--- src/sv/crs_pkg.sv ---
// Shared widths, constants, sequencer states and step-unit result type for the Collatz range search.
package crs_pkg;

	localparam int START_BITS  = 16;
	localparam int VALUE_BITS  = 48;
	localparam int LENGTH_BITS = 10;

	localparam logic [VALUE_BITS-1:0]  VALUE_MAX  = {VALUE_BITS{1'b1}};
	localparam logic [LENGTH_BITS-1:0] LENGTH_MAX = {LENGTH_BITS{1'b1}};
	// largest value whose 3v+1 still fits
	localparam logic [VALUE_BITS-1:0]  STEP_LIMIT = (VALUE_MAX - 1) / 3;

	typedef enum logic [2:0] {
		ST_IDLE   = 3'b001,
		ST_RUN    = 3'b010,
		ST_FINISH = 3'b100
	} state_t;

	typedef struct packed {
		logic                   is_one;
		logic                   abandon;
		logic                   len_ovf;
		logic [VALUE_BITS-1:0]  next_value;
		logic [VALUE_BITS-1:0]  next_peak;
		logic [LENGTH_BITS-1:0] next_term;
	} step_res_t;

endpackage

--- src/sv/collatz_range_search_core.sv ---
// Top level of the Collatz range search: sequencer, best trackers and result register.
// Flow: after accept, RUN takes one step per sequence term over every k in 1..n, then FINISH
// loads the result once the result register is free; a zero limit goes straight to FINISH.
// Throughput: one item at a time; in_stall is high from accept until the result is loaded.
// One shared 48-bit 3v+1/halve unit sets the pace.
// Reset (arst_n low, asynchronous): sequencer idle, no result pending.
module collatz_range_search_core (
	input  logic                              clk,
	input  logic                              arst_n,
	input  logic                              in_valid,
	output logic                              in_stall,
	input  logic [crs_pkg::START_BITS-1:0]    search_limit,
	output logic                              out_valid,
	input  logic                              out_stall,
	output logic [crs_pkg::LENGTH_BITS-1:0]   longest_length,
	output logic [crs_pkg::START_BITS-1:0]    longest_start,
	output logic [crs_pkg::VALUE_BITS-1:0]    highest_peak,
	output logic [crs_pkg::START_BITS-1:0]    peak_start,
	output logic                              bad_limit,
	output logic                              overflowed
);
	import crs_pkg::*;

	state_t state_q;

	// working registers of the current sequence
	logic [START_BITS-1:0]  limit_q;
	logic [START_BITS-1:0]  k_q;
	logic [VALUE_BITS-1:0]  value_q;
	logic [VALUE_BITS-1:0]  peak_q;
	logic [LENGTH_BITS-1:0] term_q;

	// running bests over the range
	logic [LENGTH_BITS-1:0] best_len_q;
	logic [START_BITS-1:0]  best_len_start_q;
	logic [VALUE_BITS-1:0]  best_peak_q;
	logic [START_BITS-1:0]  best_peak_start_q;
	logic                   ovf_q;
	logic                   bad_q;

	step_res_t              step;

	// end-of-sequence candidates
	logic                   seq_end;
	logic [LENGTH_BITS-1:0] cand_len;
	logic [VALUE_BITS-1:0]  cand_peak;
	logic [START_BITS-1:0]  k_next;
	logic                   in_take;
	logic                   out_free;

	crs_step_unit u_step (
		.value (value_q),
		.peak  (peak_q),
		.term  (term_q),
		.res   (step)
	);

	assign in_stall = (state_q != ST_IDLE);
	assign in_take  = in_valid && !in_stall;
	// result register may be loaded when empty or being taken this edge
	assign out_free = !out_valid || !out_stall;

	// a sequence ends when it reaches 1, or is abandoned on value overflow
	// (then the abandoned step's term counts and the peak saturates)
	assign seq_end   = step.is_one || step.abandon;
	assign cand_len  = step.is_one ? term_q : step.next_term;
	assign cand_peak = step.is_one ? peak_q : VALUE_MAX;
	assign k_next    = k_q + {{(START_BITS-1){1'b0}}, 1'b1};

	always_ff @(posedge clk or negedge arst_n) begin
		if (!arst_n) begin
			state_q <= ST_IDLE;
		end else begin
			case (state_q)
				ST_IDLE: begin
					if (in_take) begin
						state_q <= (search_limit == '0) ? ST_FINISH : ST_RUN;
					end
				end
				ST_RUN: begin
					if (seq_end && (k_q == limit_q)) begin
						state_q <= ST_FINISH;
					end
				end
				ST_FINISH: begin
					if (out_free) begin
						state_q <= ST_IDLE;
					end
				end
				default: begin
					state_q <= ST_IDLE;
				end
			endcase
		end
	end

	// datapath: load on accept, one step per cycle in RUN
	always_ff @(posedge clk) begin
		if (in_take) begin
			limit_q           <= search_limit;
			bad_q             <= (search_limit == '0);
			k_q               <= {{(START_BITS-1){1'b0}}, 1'b1};
			value_q           <= {{(VALUE_BITS-1){1'b0}}, 1'b1};
			peak_q            <= {{(VALUE_BITS-1){1'b0}}, 1'b1};
			term_q            <= {{(LENGTH_BITS-1){1'b0}}, 1'b1};
			best_len_q        <= '0;
			best_len_start_q  <= '0;
			best_peak_q       <= '0;
			best_peak_start_q <= '0;
			ovf_q             <= 1'b0;
		end else if (state_q == ST_RUN) begin
			if (seq_end) begin
				// strict compare: smallest k wins ties
				if (cand_len > best_len_q) begin
					best_len_q       <= cand_len;
					best_len_start_q <= k_q;
				end
				if (cand_peak > best_peak_q) begin
					best_peak_q       <= cand_peak;
					best_peak_start_q <= k_q;
				end
				if (step.abandon) begin
					ovf_q <= 1'b1;
				end
				// next start; unused after the last one
				k_q     <= k_next;
				value_q <= {{(VALUE_BITS-START_BITS){1'b0}}, k_next};
				peak_q  <= {{(VALUE_BITS-START_BITS){1'b0}}, k_next};
				term_q  <= {{(LENGTH_BITS-1){1'b0}}, 1'b1};
			end else begin
				value_q <= step.next_value;
				peak_q  <= step.next_peak;
				term_q  <= step.next_term;
				if (step.len_ovf) begin
					ovf_q <= 1'b1;
				end
			end
		end
	end

	// result register: holds one item so the next search can start meanwhile
	always_ff @(posedge clk or negedge arst_n) begin
		if (!arst_n) begin
			out_valid <= 1'b0;
		end else if (state_q == ST_FINISH && out_free) begin
			out_valid <= 1'b1;
		end else if (!out_stall) begin
			out_valid <= 1'b0;
		end
	end

	always_ff @(posedge clk) begin
		if (state_q == ST_FINISH && out_free) begin
			longest_length <= best_len_q;
			longest_start  <= best_len_start_q;
			highest_peak   <= best_peak_q;
			peak_start     <= best_peak_start_q;
			bad_limit      <= bad_q;
			overflowed     <= ovf_q;
		end
	end

	// a rejected limit carries all-zero results
	a_bad_zero: assert property (@(posedge clk) disable iff (!arst_n)
		out_valid && bad_limit |-> longest_length == '0 && highest_peak == '0 &&
			longest_start == '0 && peak_start == '0 && !overflowed)
		else $error("bad limit result carries nonzero fields");

	// any accepted nonzero limit has at least one term
	a_len_nonzero: assert property (@(posedge clk) disable iff (!arst_n)
		out_valid && !bad_limit |-> longest_length != '0)
		else $error("valid search result with zero length");

	// the running peak never falls below the current value
	a_peak_bound: assert property (@(posedge clk) disable iff (!arst_n)
		state_q == ST_RUN |-> peak_q >= value_q)
		else $error("sequence peak below current value");

	// recorded best start never runs ahead of the start being examined
	a_best_start: assert property (@(posedge clk) disable iff (!arst_n)
		state_q == ST_RUN |-> best_len_start_q <= k_q && best_peak_start_q <= k_q &&
			k_q <= limit_q)
		else $error("best start beyond current start");

endmodule

--- src/sv/crs_step_unit.sv ---
// Shared Collatz step unit: one halve or 3v+1 step with peak tracking and saturating term count.
module crs_step_unit (
	input  logic [crs_pkg::VALUE_BITS-1:0]  value,
	input  logic [crs_pkg::VALUE_BITS-1:0]  peak,
	input  logic [crs_pkg::LENGTH_BITS-1:0] term,
	output crs_pkg::step_res_t              res
);
	import crs_pkg::*;

	logic                  odd;
	logic [VALUE_BITS-1:0] tripled;
	logic [VALUE_BITS-1:0] stepped;

	assign odd     = value[0];
	assign tripled = {value[VALUE_BITS-2:0], 1'b0} + value + {{(VALUE_BITS-1){1'b0}}, 1'b1};
	assign stepped = odd ? tripled : {1'b0, value[VALUE_BITS-1:1]};

	always_comb begin
		res.is_one     = (value == {{(VALUE_BITS-1){1'b0}}, 1'b1});
		res.abandon    = odd && (value > STEP_LIMIT);
		res.len_ovf    = (term == LENGTH_MAX);
		res.next_value = stepped;
		res.next_term  = res.len_ovf ? term : term + {{(LENGTH_BITS-1){1'b0}}, 1'b1};
		if (res.abandon) begin
			res.next_peak = VALUE_MAX;
		end else if (stepped > peak) begin
			res.next_peak = stepped;
		end else begin
			res.next_peak = peak;
		end
	end

endmodule

--- config.mk ---
export PLATFORM = sky130hd
export DESIGN_NAME = collatz_range_search_core
export DESIGN_NICKNAME = d
export VERILOG_FILES = /design/src/sv/crs_pkg.sv /design/src/sv/collatz_range_search_core.sv /design/src/sv/crs_step_unit.sv
export SDC_FILE = /design/constraint.sdc
export NUM_CORES = 1
export LEC_CHECK = 0
export BUFFER_PORTS_ARGS = -buffer_cell sky130_fd_sc_hd__buf_4
export CAP_MARGIN = 20
export CELL_PAD_IN_SITES_DETAIL_PLACEMENT = 1
export CELL_PAD_IN_SITES_GLOBAL_PLACEMENT = 1
export CORE_MARGIN = 10
export CORE_UTILIZATION = 35
export CTS_CLUSTER_SIZE = 20
export DETAILED_ROUTE_END_ITERATION = 6
export PLACE_DENSITY_LB_ADDON = 0.1
export SKIP_CTS_REPAIR_TIMING = 1
export SLEW_MARGIN = 10
export SYNTH_ARGS = -nofsm -noshare
export SYNTH_HDL_FRONTEND = slang
export SYNTH_SLANG_ARGS = --single-unit
--- constraint.sdc ---
create_clock -name clk -period 7.8 [get_ports clk]
set_input_delay 1.17 -clock clk [delete_from_list [all_inputs] [get_ports clk]]
set_output_delay 1.17 -clock clk [all_outputs]
set_load 0.05 [all_outputs]
==> results_dict.tcl <==
set metrics [dict create \
    start_util_pct 35.38 \
    clock_sinks 326 \
    vias_per_cell 5.374 \
    synth_area_per_cell_sq_um 8.881 \
    io_buffers 113 \
    power_leakage_nw 8.614 \
    rows 85 \
    gp_congestion 0.8420 \
    crit_cells 17 \
    cpMaxStageDelayCell "nor4_1" \
    grt_pass1_vias 16150 \
    synth_edf_count 109 \
    cts-root-buf "clkbuf_16" \
    clk_path_buf_depth 3 \
    powerDensity_mw_per_mm2 437.1 \
    crit_top_cell "a21oi_1" \
    max-vdd-ir-drop_uv 508.8 \
    syn-num-nets 2369 \
    cap_violations 0 \
    grt_max_degree 71 \
    dieArea_sq_mm 0.06413 \
    drt-initial-drc-count 666 \
    worst_pin_slew_ps 996.2 \
    async_flop_share_pct 1.227 \
    clkSlewWorstSetupHoldPaths_ps 60 \
    hold_class "reg2reg" \
    finalCritPeriodShare_pct 78.69 \
    wl_per_cell_microns 20.47 \
    grt_antenna_before_repair 1 \
    end_kind "flip-flop" \
    dpl.hpwl_microns 45420 \
    maxSlewHeadroom_pct 33.59 \
    h-tree-depth 2 \
    required_ps 8260 \
    dpl_cell_area_sq_mm 0.02045 \
    remaining_drc_errors 0 \
    hold_depth 0 \
    critical_path_class "reg2reg" \
    syn_area_sq_mm 0.01904 \
    final_core_util_pct 40.24 \
    synthCells 2144 \
    ys_ff_latch 326 \
    finalSetupViolCount 0 \
    startpoint_type "flip-flop" \
    skew_ps 19.42 \
    cpLargestDelayFamily "compound AO/OA/AOI/OAI gates" \
    crit_arrival_ps 6590 \
    synthTopCellsByCount "nand2_1, dfxtp_1, a21oi_1, ha_1, inv_1" \
    core_sq_mm 0.05381 \
    rsz0062_at_grt "false" \
    vias 15710 \
    total_power_w 0.009465 \
    drt_wl_total_microns 59860 \
    worst-r2r-cell-count 17 \
    run_status "finished, final reports clean" \
    fmaxAchievable_mhz 162.9 \
    path_cells "buf_4 -> fa_1 -> a21oi_1 -> o211ai_1 -> a21oi_1 -> nor4_1 -> o21ai_0 -> o311ai_1 -> ha_1 -> a21o_1 -> or3_1 -> a2111o_1 -> a2111oi_4 -> nor2_2 -> nor2_4 -> a22oi_1 -> nor2_1" \
    detail-route-antenna-nets 0 \
    ys.flop_type "dfxtp_1" \
    die_h_microns 253.2 \
    crit_fanout 26 \
    synth_most_common_cell "nand2_1" \
    grt_overflow 0 \
    syn_to_final_growth_pct 13.72 \
    firstDrtPassIters 5 \
    fp.dieW_microns 253.2 \
    path_buf_inv 1 \
    grt_pass1_wl_microns 94060 \
    clk_latency_ps 540 \
    min_period_ps 6138 \
    synth_top_area_share_pct 22.39 \
    n_antenna_cell 0 \
    synthTopCellsByArea "dfxtp_1, edfxtp_1, ha_1" \
    cts_buffers 36 \
    cts_tree "done" \
    drive_gt1_share_pct 10.01 \
    ys_warn_count 0 \
    nNetsFinal 2426 \
    tns_ps 0 \
    slowest_delay_ps 740 \
    ys_types 81 \
    fin_area_sq_mm 0.02165 \
    final_max_slew_viol_count 0 \
    finalHoldViolCount 0 \
    synth_area_leader_cell "dfxtp_1" \
    ys_seq_area_share_pct 40.12 \
    grt.total_usage_pct 18.48 \
    io_pins 114 \
]
-- per-stage QoR --
| stage | worst slack [ps] | hold slack (ps) | instances |
|---|---|---|---|
| after floorplan | 1591 | 400.3 | 2144 |
| after global placement | 1869 | 407.5 | 2859 |
| after detailed placement | 1672 | 406.3 | 2859 |
| after CTS | 1639 | 399.2 | 2924 |
| after global routing | 1161 | 406.7 | 2924 |
| final | 1662 | 401.0 | 2924 |
-- final cells by class --
class                           instances  area [sq um]
Inverter                              181         684.4
Clock buffer                           52          1044
Fill cell                            6246         32160
Multi-Input combinational cell       1522         10250
Sequential cell                       326          7640
Clock inverter                         13         155.1
Tap cell                              696         870.8
Timing Repair Buffer                  134          1006
-- logic make-up after synthesis --
kind of cell	count (synthesis)	share of synthesized area (%)
AO/OA/AOI/OAI	566	18.82
XOR/XNOR	84	3.864
adder cells (fa/ha/maj)	205	13.51
buffers and inverters	296	6.137
flip-flops	326	40.12
multiplexers	55	2.964
AND/OR/NAND/NOR	612	14.59
-- power by group --
group	internal, W	switching (W)	total [W]
registers	0.00200	0.000190	0.00219
logic	0.00187	0.00367	0.00554
clock network	0.00103	0.000708	0.00174
-- path summary, 6_finish.rpt --
path / to / slack [ps] / from
max: peak_q[16] / 1660 / value_q[0]
min: bad_limit / 400 / bad_q
max reg2reg: peak_q[16] / 1660 / value_q[0]
min reg2reg: bad_limit / 400 / bad_q
max in group asynchronous: state_q[0] / 7170 / arst_n
min in group asynchronous: state_q[2] / 440 / arst_n
-- per-layer routing --
metal | GRT usage [%] | wire length [microns] | share of wire, %
met5 | 0 | 0 | 0
met2 | 29.93 | 27410 | 46
met1 | 25.73 | 29450 | 49
met4 | 4.714 | 1311 | 2.2
met3 | 1.979 | 1693 | 2.8
-- cells in the final DEF (no fill, tap or decap), drive strengths merged, types with 10 or more instances in the layout --
master	Yosys	routed
a211oi	14	14
a21o	32	32
a21oi	208	208
a22o	22	22
a22oi	27	27
a311oi	47	47
and2	10	10
and3	16	16
buf	32	134
clkbuf	83	52
dfxtp	213	213
edfxtp	109	109
ha	204	204
inv	180	180
mux2	11	11
mux2i	44	44
nand2	256	256
nand2b	10	10
nand3	48	48
nand4	43	43
nor2	153	153
nor3	28	28
nor4	16	16
o211ai	11	11
o21a	11	11
o21ai	125	125
xnor2	31	31
xor2	53	53
-- sequential cells by signal (all words and copies together) (netlist names), 3 cells and up --
| register | count |
|---|---|
| term_q | 10 |
| value_q | 48 |
| best_peak_start_q | 16 |
| peak_q | 48 |
| k_q | 16 |
| highest_peak | 48 |
| peak_start | 16 |
| longest_length | 10 |
| limit_q | 16 |
| state_q | 3 |
| best_len_start_q | 16 |
| best_len_q | 10 |
| best_peak_q | 48 |
| longest_start | 16 |
(Power assumes the default switching activity.)
